$ cat config.mk
export PLATFORM = sky130hd
export DESIGN_NAME = hsfc_back_flat
export DESIGN_NICKNAME = d
export VERILOG_FILES = /design/src/rtl/core/hsfc_pkg.sv /design/src/rtl/core/hsfc_result_if.sv /design/src/rtl/core/hsfc_back.sv /design/src/flat_wrapper.sv
export SDC_FILE = /design/constraint.sdc
export NUM_CORES = 1
export LEC_CHECK = 0
export ABC_AREA = 1
export BUFFER_PORTS_ARGS = -buffer_cell sky130_fd_sc_hd__buf_2
export CORE_MARGIN = 8
export CORE_UTILIZATION = 33
export CTS_CLUSTER_DIAMETER = 150
export DETAILED_ROUTE_END_ITERATION = 16
export GPL_TIMING_DRIVEN = 0
export REMOVE_ABC_BUFFERS = 1
export SLEW_MARGIN = 20
export SYNTH_ARGS = -nofsm -noshare
export SYNTH_HDL_FRONTEND = slang
export SYNTH_SLANG_ARGS = --single-unit
$ cat constraint.sdc
create_clock -name clk -period 8.3 [get_ports clk]
set_input_delay 1.245 -clock clk [delete_from_list [all_inputs] [get_ports clk]]
set_output_delay 1.245 -clock clk [all_outputs]
set_load 0.02 [all_outputs]
$ cat src/rtl/core/hsfc_pkg.sv
`timescale 1ns / 1ps

package hsfc_pkg;

  localparam logic [2:0] FRAME_LAST = 3'd5;
  localparam logic [2:0] CRC_POS_0  = 3'd2;
  localparam logic [2:0] CRC_POS_1  = 3'd5;

  localparam logic KIND_MEASURE = 1'b0;
  localparam logic KIND_SERIAL  = 1'b1;

  // One completed frame as handed from the front to the back.
  typedef struct packed {
    logic        kind;
    logic [1:0]  fail;
    logic [31:0] payload;
  } frame_t;

endpackage

$ cat src/rtl/core/hsfc_result_if.sv
`timescale 1ns / 1ps

interface hsfc_result_if;
  logic               valid;
  logic               ready;
  logic               result_kind;
  logic [1:0]         crc_fail_count;
  logic signed [17:0] temperature_milli_c;
  logic [16:0]        humidity_milli_pct;
  logic [31:0]        serial_value;
  logic [15:0]        good_count;

  modport source (output valid, result_kind, crc_fail_count, temperature_milli_c,
                  humidity_milli_pct, serial_value, good_count, input ready);
  modport sink   (input valid, result_kind, crc_fail_count, temperature_milli_c,
                  humidity_milli_pct, serial_value, good_count, output ready);
endinterface

$ cat src/rtl/core/hsfc_back.sv
`timescale 1ns / 1ps

module hsfc_back (
  input  logic             clk,
  input  logic             rst,
  input  logic             frame_valid,
  output logic             frame_ready,
  input  hsfc_pkg::frame_t frame,
  hsfc_result_if.source    results
);

  localparam logic [17:0] TEMP_SPAN   = 18'd175000;
  localparam logic [17:0] TEMP_OFFSET = 18'd45000;
  localparam logic [17:0] HUM_SPAN    = 18'd125000;
  localparam logic [17:0] HUM_OFFSET  = 18'd6000;
  localparam logic [17:0] HUM_MAX     = 18'd100000;

  logic        s1_valid;
  logic        s1_kind;
  logic [1:0]  s1_fail;
  logic [31:0] s1_payload;
  logic [33:0] prod_t;
  logic [33:0] prod_h;
  logic        s1_adv;

  logic [17:0] q_t;
  logic [17:0] q_h;
  logic [17:0] h_diff;
  logic [16:0] hum_val;

  // Floor division by 2^16 - 1: fold the high part back twice, then one correction.
  function automatic logic [17:0] div65535(input logic [33:0] n);
    logic [17:0] q0;
    logic [18:0] r;
    logic [2:0]  q1;
    logic [16:0] r1;
    q0 = n[33:16];
    r = 19'(n[15:0]) + 19'(q0);
    q1 = r[18:16];
    r1 = 17'(r[15:0]) + 17'(q1);
    return q0 + 18'(q1) + 18'((r1 >= 17'd65535) ? 1 : 0);
  endfunction

  assign s1_adv = s1_valid && (!results.valid || results.ready);
  assign frame_ready = !s1_valid || s1_adv;

  always_comb begin
    q_t = div65535(prod_t);
    q_h = div65535(prod_h);
    h_diff = q_h - HUM_OFFSET;
    if (q_h < HUM_OFFSET) begin
      hum_val = 17'd0;
    end else if (h_diff > HUM_MAX) begin
      hum_val = HUM_MAX[16:0];
    end else begin
      hum_val = h_diff[16:0];
    end
  end

  // Multiply stage
  always_ff @(posedge clk) begin
    if (rst) begin
      s1_valid <= 1'b0;
    end else if (frame_ready) begin
      s1_valid <= frame_valid;
    end
    if (frame_valid && frame_ready) begin
      s1_kind <= frame.kind;
      s1_fail <= frame.fail;
      s1_payload <= frame.payload;
      prod_t <= 34'(frame.payload[31:16]) * 34'(TEMP_SPAN);
      prod_h <= 34'(frame.payload[15:0]) * 34'(HUM_SPAN);
    end
  end

  // Output register doubles as the stored readings
  always_ff @(posedge clk) begin
    if (rst) begin
      results.valid <= 1'b0;
      results.result_kind <= 1'b0;
      results.crc_fail_count <= 2'd0;
      results.temperature_milli_c <= 18'sd0;
      results.humidity_milli_pct <= 17'd0;
      results.serial_value <= 32'd0;
      results.good_count <= 16'd0;
    end else if (s1_adv) begin
      results.valid <= 1'b1;
      results.result_kind <= s1_kind;
      results.crc_fail_count <= s1_fail;
      if (s1_fail == 2'd0) begin
        if (s1_kind == hsfc_pkg::KIND_SERIAL) begin
          results.serial_value <= s1_payload;
        end else begin
          results.temperature_milli_c <= signed'(q_t - TEMP_OFFSET);
          results.humidity_milli_pct <= hum_val;
          results.good_count <= results.good_count + 16'd1;
        end
      end
    end else if (results.ready) begin
      results.valid <= 1'b0;
    end
  end

endmodule

$ cat src/flat_wrapper.sv
// flat-port wrapper written by rule: the top's interface ports become plain ports
module hsfc_back_flat 
  (clk, rst, frame_valid, frame_ready, frame, results_valid, results_result_kind, results_crc_fail_count, results_temperature_milli_c, results_humidity_milli_pct, results_serial_value, results_good_count, results_ready);
  hsfc_result_if results_i ();
  input  logic clk;
  input  logic rst;
  input  logic frame_valid;
  output logic frame_ready;
  input  hsfc_pkg::frame_t frame;
  output wire logic [$bits(results_i.valid)-1:0] results_valid;
  output wire logic [$bits(results_i.result_kind)-1:0] results_result_kind;
  output wire logic [$bits(results_i.crc_fail_count)-1:0] results_crc_fail_count;
  output wire logic [$bits(results_i.temperature_milli_c)-1:0] results_temperature_milli_c;
  output wire logic [$bits(results_i.humidity_milli_pct)-1:0] results_humidity_milli_pct;
  output wire logic [$bits(results_i.serial_value)-1:0] results_serial_value;
  output wire logic [$bits(results_i.good_count)-1:0] results_good_count;
  input wire logic [$bits(results_i.ready)-1:0] results_ready;
  assign results_valid = results_i.valid;
  assign results_result_kind = results_i.result_kind;
  assign results_crc_fail_count = results_i.crc_fail_count;
  assign results_temperature_milli_c = results_i.temperature_milli_c;
  assign results_humidity_milli_pct = results_i.humidity_milli_pct;
  assign results_serial_value = results_i.serial_value;
  assign results_good_count = results_i.good_count;
  assign results_i.ready = results_ready;
  hsfc_back u_core (.clk(clk), .rst(rst), .frame_valid(frame_valid), .frame_ready(frame_ready), .frame(frame), .results(results_i));
endmodule
* Yosys cells after proc, flatten, opt, wreduce, memory -nomap -nowiden
Cells that the tools add are included.
Cells by class: bitwise gates (word level) 1, $lt $le $gt $ge 4, $add $sub $neg 11, reduce and logical (&&, ||, !) cells 10, muxes and demuxes 6, multiply operators 2
Operators with widths (count):
- 18-bit adder | 2
- 16-bit by 3-bit adder with 17-bit output | 2
- 17-bit by 16-bit greater-or-equal comparator with 1-bit output (second input constant) | 2
- 17-bit 2-to-1 mux | 2
- 16-bit by 15-bit multiplier with 31-bit output (second input constant) | 1
- 16-bit by 14-bit multiplier with 30-bit output (second input constant) | 1
- 16-bit by 18-bit adder with 19-bit output | 1
- 16-bit by 17-bit adder with 18-bit output | 1
- 17-bit by 3-bit adder with 18-bit output | 1
- 18-bit by 3-bit adder with 18-bit output | 1
- 18-bit by 17-bit greater-than comparator with 1-bit output (second input constant) | 1
- 18-bit by 13-bit < comparator with 1-bit output (second input constant) | 1
- 18-bit by 13-bit subtractor with 18-bit output (second input constant) | 1
- 18-bit by 16-bit subtractor with 18-bit output (second input constant) | 1
- 16-bit by 1-bit adder with 16-bit output (second input constant) | 1
- 3-bit AND reduction | 2
- 1-bit 2-to-1 mux | 4
- 1-bit logical AND | 2
- 1-bit logical NOT | 2
- 2-bit logical NOT | 1
- 1-bit logical OR | 2
- 2-bit nonzero test | 1
- 1-bit NOT | 1
Storage, ports and cells: input port bits 39, bits in registers 184, logic and storage cells 47

* Longest topological paths before layout
Gate-level depths: netlist of the first run.
depth after elaboration 9, depth in mapped cells 49, depth with buffers taken out 49

* Worst setup path before layout of the first run
OpenSTA, ideal clock, no wires.
kind register to register, start reg u_core.prod_t[19], end reg u_core.results.temperature_milli_c[16], cell stages (with the launch flop) 35, data required time 8183 ps, setup time 117 ps, arrival time 5955 ps, path slack 2228 ps, path buffers 0, cells stage by stage edfxtp_1 -> ha_1 -> fa_1 -> a21oi_1 -> o21ai_0 -> inv_1 -> o211ai_1 -> a21o_1 -> a21o_1 -> nand4_1 -> a21oi_1 -> xor2_1 -> fa_1 -> or2_2 -> a21oi_1 -> nand2_1 -> nor3_1 -> nand3_1 -> nor3_1 -> o22ai_1 -> nand3b_1 -> fa_1 -> fa_1 -> o21ai_0 -> nor2_1 -> a21oi_1 -> nand3_1 -> nor3_1 -> nor2_1 -> nor2_1 -> nor2_1 -> nor2_1 -> nor2_1 -> o221ai_1 -> inv_1
On the way: longest elaborated chain between the ends 6
RTL lines:
- start, declared | RTL line hsfc_back.sv:22 | logic [33:0] prod_t;
- start signal, assigned | RTL line hsfc_back.sv:71 | prod_t <= 34'(frame.payload[31:16]) * 34'(TEMP_SPAN);
- 16-bit by 18-bit adder with 19-bit output | RTL line hsfc_back.sv:38 | r = 19'(n[15:0]) + 19'(q0);
- 16-bit by 3-bit adder with 17-bit output | RTL line hsfc_back.sv:40 | r1 = 17'(r[15:0]) + 17'(q1);
- 17-bit by 16-bit greater-or-equal comparator with 1-bit output | RTL line hsfc_back.sv:41 | return q0 + 18'(q1) + 18'((r1 >= 17'd65535) ? 1 : 0);
- 1-bit 2-to-1 mux | RTL line hsfc_back.sv:41
- 18-bit adder (*) | RTL line hsfc_back.sv:41
- 18-bit by 16-bit subtractor with 18-bit output (*) | RTL line hsfc_back.sv:94 | results.temperature_milli_c <= signed'(q_t - TEMP_OFFSET);
- end signal, assigned | RTL line hsfc_back.sv:94
- end, declared | RTL line hsfc_result_if.sv:13 | modport source (output valid, result_kind, crc_fail_count, temperature_milli_c,
Mark *: on every way between the ends. The rest lies on a longest branch, timed or not. A chain may end at the register's enable or synchronous reset.

* Worst setup path after layout of the first run
start reg u_core.prod_t[23], end reg u_core.results.temperature_milli_c[16]
The elaborated chain is that of the path after synthesis.

==> qor.txt, run 1 <==
Post-Synth XOR/XNOR Area = 0.0476
Clock transition at path regs = 0.08 ns
M3 GR Usage = 0.0314
register area = 0.00452 mm²
number of remaining DRC errors = 0
TritonCTS clock tree = built
Total Wirelength = 39.9 mm
CTS H-Tree Depth = 4
leading area contributor after synthesis = ha_1
Final Slew Violations = 0
Initial Utilization = 0.332
I/O Buffers = 126
Sink Count = 180
CP Max Fanout = 5
worst skew pair latency = 0.49 ns
Peak VDD IR = 0.327 mV
WP data arrival = 7.57 ns
Max-Cap Viols = 0
ys flop type = edfxtp_1
Die Span Y = 242 µm
GR met1 Demand/Resource = 0.189
outcome = complete, no violations
vias in the first global route = 12.9k
dpl hpwl = 32.7 mm
Synth Register Bits = 180
root buffer cell = clkbuf_16
period utilization = 0.867
met2 Use GR = 0.218
CP endpoint kind = flop
dpl cells = 2648
Leakage = 9.22 nW
ys async rst share = 0
post-synthesis sequential area ratio = 0.268
std cell rows = 83
unrepaired setup endpoints after global routing = false
Ports = 127
initial antenna violation count = 3
area occupied by multi-input gates = 0.0110 mm²
setup TNS = 0 ns
Post-Syn Area per Cell = 9.06 µm²
largest net degree at the start of global routing = 51
top cells by area, synth = ha_1 20%, fa_1 18%, edfxtp_1 16%
Fill cells = 5150
critical path required time = 8.68 ns
share of Yosys cell area claimed by the top area cell type = 0.197
initial DRC count = 540
Die ar. = 0.0586 mm²
worst slack at placement = 1.15 ns
via count = 12.7k
Cell Pwr Density = 404 mW/mm²
Post-CTS Setup Inserts = 0
Synth Area in Adders = 0.373
chip width = 242 µm
DR pass1 iterations = 6
GR Util All Layers = 0.139
clock tree buffer depth = 2
warnings from Yosys = 0
Area Overhead vs Synth = 12.2%
Setup crit start kind = flop
share of cells above drive strength 1 = 0.102
largest family of logic cells by synthesized area = adder cells
Hold Path Class = flop to flop
core area = 0.0509 mm²
Worst-Margin Slew = 0.957 ns
kind of critical path = flop to flop
post-route ant nets = 0
relative slew slack = 0.362
Synth cell types = 45
EDFF count, synth = 92
complex-gate fraction of the synthesized area = 0.0869
total grt overflow = 0
Post-Layout Cell Count = 2683
number of gates resized after cts = 0
first-pass GRT wire length = 66.0 mm
Final min period = 7.20 ns
Mapped Cells = 1862
Inserted Clock Buffers = 17
Fmax = 139 MHz
Vias/cell = 4.73
simple-gate share of the synthesized area = 0.146
gpl congestion = 0.862
final setup margin = 1.10 ns
multiplexer share of the synthesized area = 0
Crit path top cell by count = nor2_1
Hold Fails Final Rpt = 0
highest-delay cell along the critical path = edfxtp_1
gr busiest metal = met2
synthesized area = 0.0169 mm²
Fin Clk Skew = 0.00871 ns
number of setup violations in the final report = 0
net count reported at finish = 2440
drt wl/cell = 14.9 µm
Hold-fix buffers, CTS = 0
CP peak stage delay = 0.49 ns
flip-flops by register name, indices dropped and copies added (netlist names):
register	count
u_core.results.humidity_milli_pct	17
u_core.results.crc_fail_count	2
u_core.s1_payload	32
u_core.s1_kind	1
u_core.prod_t	30
u_core.prod_h	27
u_core.results.temperature_milli_c	18
u_core.results.valid	1
u_core.results.good_count	16
u_core.results.serial_value	32
u_core.results.result_kind	1
u_core.s1_fail	2
u_core.s1_valid	1
logic make-up after synthesis:
kind of cell | Yosys count
buffers and inverters | 351
XOR/XNOR | 90
AND/OR/NAND/NOR | 561
adder cells (fa/ha/maj) | 414
AO/OA/AOI/OAI | 266
flip-flops | 180
metal layers:
layer / up-vias / part of all wire
li1: 6394 / -
met1: 6007 / 0.50
met2: 232 / 0.44
met3: 46 / 0.043
met4: 2 / 0.019
met5: - / 0.00025
synthesized netlist by cell type, types with 3 or more instances:
library cell,instances
a211oi_1,3
nand2_4,3
buf_1,5
ha_1,266
o221ai_1,4
o21ai_0,99
fa_1,148
nor2_1,166
nand3_1,79
nand3_2,5
nand2_1,234
or2_2,3
xnor2_1,27
dfxtp_1,88
nor2_2,6
nand4_1,23
a21oi_1,114
nor4_1,5
nand2_2,11
a31oi_1,9
xor2_1,61
o21bai_1,8
o211ai_1,12
edfxtp_1,92
nor3b_1,3
nor2_4,4
clkbuf_1,16
a21o_1,7
nor3_1,13
nand3b_1,4
inv_1,326
layout make-up:
cell class                      instances  share of cell area
Multi-Input combinational cell       1331               0.583
Sequential cell                       180               0.239
Inverter                              328              0.0653
Tap cell                              680              0.0450
Timing Repair Buffer                  129              0.0373
Clock buffer                           19              0.0229
Clock inverter                         13             0.00734
Antenna cell                            3            0.000397
where the power goes:
part / switching [mW] / internal, mW
Combinational: 3.26 / 2.06
Sequential: 0.165 / 1.33
Clock: 0.411 / 0.424
Total: 3.84 / 3.81
per-stage QoR:
step	hold slack, ns	utilization	cell area [µm²]	total power [mW]
after floorplan	0.469	-	16800	5.54
after global placement	0.458	0.359	18300	6.73
after detailed placement	0.453	0.361	18300	6.82
after CTS	0.465	0.372	18900	7.73
after global routing	0.484	0.372	18900	8.56
final	0.464	0.372	18900	7.65
worst max-delay path: cells and delay by family (launching register included):
kind / cells / cell delay [ns]
AND/OR/NAND/NOR: 19 / 2.61
adder cells (fa/ha/maj): 5 / 1.80
AO/OA/AOI/OAI: 9 / 1.72
flip-flops: 1 / 0.49
XOR/XNOR: 1 / 0.23
buffers and inverters: 3 / 0.21
layout by cell type (no fill, tap or decap), types with 5 or more instances in the layout:
cell type  instances
clkbuf_16         17
ha_1             266
fa_1             148
a21o_1             7
a31oi_1            9
nand2_2           11
nor2_1           166
dfxtp_1           88
nor3_1            13
nand4_1           23
inv_1            323
nor2_2             6
nand2_1          234
edfxtp_1          92
o21ai_0           99
inv_6              6
a21oi_1          114
nand3_1           78
o21bai_1           8
buf_2            126
o211ai_1          12
xor2_1            61
xnor2_1           27
nor4_1             5
nand3_2            6
worst paths after layout:
| kind | start | endpoint | slack [ns] | cells after the start |
|---|---|---|---|---|
| max | u_core.prod_t[23] | u_core.results.temperature_milli_c[16] | 1.10 | 37 |
| max reg2reg | u_core.prod_t[23] | u_core.results.temperature_milli_c[16] | 1.10 | 37 |
| min | u_core.results.humidity_milli_pct[4] | u_core.results.humidity_milli_pct[4] | 0.46 | 2 |
| min reg2reg | u_core.results.humidity_milli_pct[4] | u_core.results.humidity_milli_pct[4] | 0.46 | 2 |
No activity file was read; power rests on OpenSTA's default activity.
==> run 2, diff against run 1 <==
- PLACE_DENSITY: default -> 0.57
==> run 2 against run 1 <==
  * Global-route usage shrank 0.091 points
  * Total power shrank 0.21%
  * Cell count is essentially flat
  * Combinational power is essentially flat
  * Utilization is essentially flat
  * Clock power shrank 1%
  * Critical path depth shrank 3
  * Register-to-register slack gained 0.04 ns
  * Die area is the same
  * Sequential cell count is the same
  * Largest cell class unchanged
  * Via count shrank 0.49%
  * Wire length grew 1.0%
==> qor.txt, run 2 (same netlist as run 1, synthesis figures left out) <==
Die ar. = 0.0586 mm²
Clock transition at path regs = 0.08 ns
critical path required time = 8.68 ns
Cell Pwr Density = 404 mW/mm²
Logic pwr share = 0.697
number of gates resized after cts = 0
kind of critical path = flop to flop
Hold Fails Final Rpt = 0
Sw Pwr = 3.85 mW
highest-delay cell along the critical path = edfxtp_1
CTS H-Tree Depth = 4
Hold-fix buffers, CTS = 0
Vias/cell = 4.71
commonest non-fill, non-tap cells in the layout = 323 x inv_1, 266 x ha_1, 234 x nand2_1, 166 x nor2_1, 148 x fa_1
I/O Buffers = 126
Final min period = 7.16 ns
Final Slew Violations = 0
CP endpoint kind = flop
via count = 12.6k
chip width = 242 µm
period utilization = 0.862
Worst-Margin Slew = 0.983 ns
GR Util All Layers = 0.138
Pint = 3.79 mW
Setup crit start kind = flop
final setup margin = 1.14 ns
Fin Clk Skew = 0.0116 ns
post-route ant nets = 0
unrepaired setup endpoints after global routing = false
Ports = 127
worst skew pair latency = 0.49 ns
Hold Path Class = flop to flop
Peak VDD IR = 0.285 mV
initial antenna violation count = 2
relative slew slack = 0.344
drt wl/cell = 15.0 µm
vias in the first global route = 12.7k
Sink Count = 180
total grt overflow = 0
worst slack at placement = 1.12 ns
Die Span Y = 242 µm
first-pass GRT wire length = 65.4 mm
Inserted Clock Buffers = 17
outcome = complete, no violations
Leakage = 9.23 nW
core area = 0.0509 mm²
switching share of power = 0.504
WP data arrival = 7.54 ns
root buffer cell = clkbuf_16
std cell rows = 83
setup TNS = 0 ns
Max-Cap Viols = 0
gpl congestion = 0.856
Area Overhead vs Synth = 12.1%
clock power share = 0.108
number of remaining DRC errors = 0
Total Wirelength = 40.3 mm
CP Max Fanout = 5
clock tree buffer depth = 2
Top Registers = u_core.results.serial_value (32), u_core.s1_payload (32), u_core.prod_t (30)
share of cells above drive strength 1 = 0.102
Post-CTS Setup Inserts = 0
Reg power frac = 0.195
Fmax = 140 MHz
most common cell after layout, fill and taps aside = inv_1
net count reported at finish = 2440
Crit path top cell by count = nor2_1
largest net degree at the start of global routing = 51
DR pass1 iterations = 7
TritonCTS clock tree = built
CP peak stage delay = 0.53 ns
initial DRC count = 494
dpl hpwl = 33.1 mm
number of setup violations in the final report = 0
Initial Utilization = 0.332
## run 2: cell types whose count changed in the layout (fill, tap and decap cells not counted), sizes merged
cell / delta
clkbuf: -2
inv: +1
clkinv: +4
bufinv: -1
diode: -1
clkinvlp: -2
## run 2: power by group through the flow
stage | Combinational, mW | Sequential (mW) | Clock (mW)
finish | 5.32 | 1.49 | 0.826
global route | 6.10 | 1.51 | 0.894
CTS | 5.36 | 1.49 | 0.862
detailed placement | 5.31 | 1.51 | 0
global placement | 5.22 | 1.51 | 0
floorplan | 4.09 | 1.45 | 0
## run 2: path summary, 6_finish.rpt
| path | start | endpoint | slack (ns) | cells after the start |
|---|---|---|---|---|
| worst max-delay path | u_core.prod_t[22] | u_core.results.temperature_milli_c[16] | 1.14 | 34 |
| worst min-delay path | u_core.results.humidity_milli_pct[4] | u_core.results.humidity_milli_pct[4] | 0.47 | 2 |
| worst max register to register | u_core.prod_t[22] | u_core.results.temperature_milli_c[16] | 1.14 | 34 |
| worst min register to register | u_core.results.humidity_milli_pct[4] | u_core.results.humidity_milli_pct[4] | 0.47 | 2 |
## run 2: routing by layer
layer  vias to the layer above  wire [µm]  GRT usage
met5                         -         18          0
li1                       6382          -          -
met4                         4        714     0.0394
met2                       206      17400      0.215
met3                        39       1860     0.0369
met1                      5988      20200      0.187
## run 2: layout make-up
type,instances,area [µm²]
inverter,328,1240
fill,5200,32000
clock inverter,15,141
antenna,2,5.00
sequential,180,4520
clock buffer,17,425
tap,680,851
multi-input combinational,1331,11000
timing repair buffer,129,706
## run 2: worst max-delay path: cells and delay by family, from the launching register on
kind            cells  cell delay [ns]
compound gates     10             2.28
fa+ha+maj           4             1.58
flops               1             0.53
simple gates       14             1.79
xor+xnor            2             0.53
buf+inv             4             0.32
## run 2: metrics by stage
step	cells	power, mW	hold slack [ns]	instance area (µm²)	utilization
after global routing	2680	8.51	0.487	18900	0.372
after global placement	2645	6.74	0.457	18300	0.359
after CTS	2680	7.72	0.468	18900	0.372
final	2682	7.64	0.468	18900	0.372
after floorplan	1839	5.54	0.469	16800	-
after detailed placement	2648	6.82	0.456	18300	0.361
==> run 3, diff against run 2 <==
- CORE_ASPECT_RATIO: default -> 1.1
==> run 3 against run 2 <==
  * First-iteration DRC count is 12% higher
  * Largest cell class unchanged
  * Design area is 0.17% higher
  * Critical path type unchanged
  * Non-clock buffer count increased by 1
==> qor.txt, run 3 (same netlist as run 1, synthesis figures left out) <==
outcome = complete, no violations
Final min period = 7.24 ns
Clock transition at path regs = 0.08 ns
initial DRC count = 553
core area = 0.0509 mm²
gpl congestion = 0.854
DR pass1 iterations = 5
Ports = 127
drt wl/cell = 15.4 µm
Setup crit start kind = flop
end of the critical path = u_core.results.temperature_milli_c[16]
Cell Pwr Density = 402 mW/mm²
Hold Crit Depth = 2
CP peak stage delay = 0.54 ns
Hold Path Class = flop to flop
Peak VDD IR = 0.306 mV
Inserted Clock Buffers = 17
Max-Cap Viols = 0
initial antenna violation count = 2
share of cells above drive strength 1 = 0.102
Hold-fix buffers, CTS = 0
Leakage = 9.26 nW
GR Util All Layers = 0.143
number of gates resized after cts = 0
flop-to-flop setup slack = 1.06 ns
WP data arrival = 7.61 ns
Final Slew Violations = 0
period utilization = 0.872
Sink Count = 180
vias in the first global route = 13.0k
largest net degree at the start of global routing = 52
number of setup violations in the final report = 0
relative slew slack = 0.362
number of cells on the worst reg-to-reg path = 37
via count = 12.6k
dpl hpwl = 33.5 mm
Die Span Y = 253 µm
Top Registers = u_core.results.serial_value (32), u_core.s1_payload (32), u_core.prod_t (30)
commonest non-fill, non-tap cells in the layout = 323 x inv_1, 266 x ha_1, 234 x nand2_1, 166 x nor2_1, 148 x fa_1
Fmax = 138 MHz
Total Wirelength = 41.0 mm
worst reg2reg path startpoint = u_core.prod_t[23]
overall power = 7.62 mW
Area Overhead vs Synth = 12.3%
reg2reg end = u_core.results.temperature_milli_c[16]
total grt overflow = 0
net count reported at finish = 2441
CP Max Fanout = 5
clock tree buffer depth = 2
most common cell after layout, fill and taps aside = inv_1
Vias/cell = 4.72
first-pass GRT wire length = 66.7 mm
Hold Fails Final Rpt = 0
std cell rows = 87
chip width = 232 µm
Initial Utilization = 0.331
I/O Buffers = 126
highest-delay cell along the critical path = edfxtp_1
kind of critical path = flop to flop
Setup crit start = u_core.prod_t[23]
Crit path top cell by count = nor2_1
number of remaining DRC errors = 0
CP endpoint kind = flop
Fin Clk Skew = 0.0112 ns
unrepaired setup endpoints after global routing = false
critical path required time = 8.68 ns
post-route ant nets = 0
Worst-Margin Slew = 0.957 ns
CTS H-Tree Depth = 4
worst skew pair latency = 0.49 ns
Die ar. = 0.0586 mm²
Post-CTS Setup Inserts = 0
TritonCTS clock tree = built
root buffer cell = clkbuf_16
setup TNS = 0 ns
-- run 3: cell types whose count changed in the layout (fill, tap and decap cells not counted), sizes merged --
| cell | previous run | this run |
|---|---|---|
| buf | 129 | 130 |
| bufinv | 0 | 1 |
| clkbuf | 17 | 20 |
| clkinv | 5 | 1 |
| clkinvlp | 1 | 0 |
| diode | 2 | 1 |
| inv | 337 | 338 |
-- run 3: routing by layer --
metal	up-vias	global-route usage	wire, µm
met3	51	0.0324	1440
met1	5985	0.184	19700
met4	2	0.0533	1100
met2	191	0.233	18800
met5	-	0	12
li1	6377	-	-
-- run 3: critical path: cells and delay by family, from the launching register on --
family / cells / cell delay, ns
AND/OR/NAND/NOR: 19 / 2.65
XOR/XNOR: 1 / 0.26
adder cells (fa/ha/maj): 5 / 1.84
buffers and inverters: 3 / 0.20
flip-flops: 1 / 0.54
AO/OA/AOI/OAI: 9 / 1.61
-- run 3: report_power, final --
group | total, mW | internal (mW) | switching (mW)
clock | 0.860 | 0.450 | 0.409
sequential | 1.50 | 1.33 | 0.171
combinational | 5.26 | 2.07 | 3.19
total | 7.62 | 3.84 | 3.77
-- run 3: worst min-delay path by stage --
stage                                                      from                                     to  slack [ns]
after floorplan                           u_core.s1_payload[10]        u_core.results.serial_value[10]        0.47
after global placement     u_core.results.humidity_milli_pct[2]   u_core.results.humidity_milli_pct[2]        0.46
after detailed placement   u_core.results.humidity_milli_pct[3]   u_core.results.humidity_milli_pct[3]        0.45
after CTS                 u_core.results.humidity_milli_pct[15]  u_core.results.humidity_milli_pct[15]        0.47
after global routing       u_core.results.humidity_milli_pct[2]   u_core.results.humidity_milli_pct[2]        0.49
final                     u_core.results.humidity_milli_pct[15]  u_core.results.humidity_milli_pct[15]        0.46
-- run 3: final cells by class --
class | instances | area (µm²)
antenna | 1 | 2.50
clock buffer | 20 | 468
clock inverter | 12 | 129
fill | 5122 | 32000
inverter | 328 | 1240
multi-input combinational | 1331 | 11000
sequential | 180 | 4520
tap | 667 | 835
timing repair buffer | 130 | 726
-- run 3: stage by stage --
step / cells / utilization / worst slack [ns] / cell area [µm²] / hold WS [ns]
5_1_grt: 2669 / 0.372 / 0.425 / 18900 / 0.487
4_1_cts: 2668 / 0.372 / 1.08 / 18900 / 0.466
6_report: 2669 / 0.372 / 1.06 / 18900 / 0.462
3_5_place_dp: 2636 / 0.360 / 1.13 / 18400 / 0.454
3_3_place_gp: 2632 / 0.358 / 1.23 / 18200 / 0.457
2_1_floorplan: 1839 / - / 2.23 / 16800 / 0.469
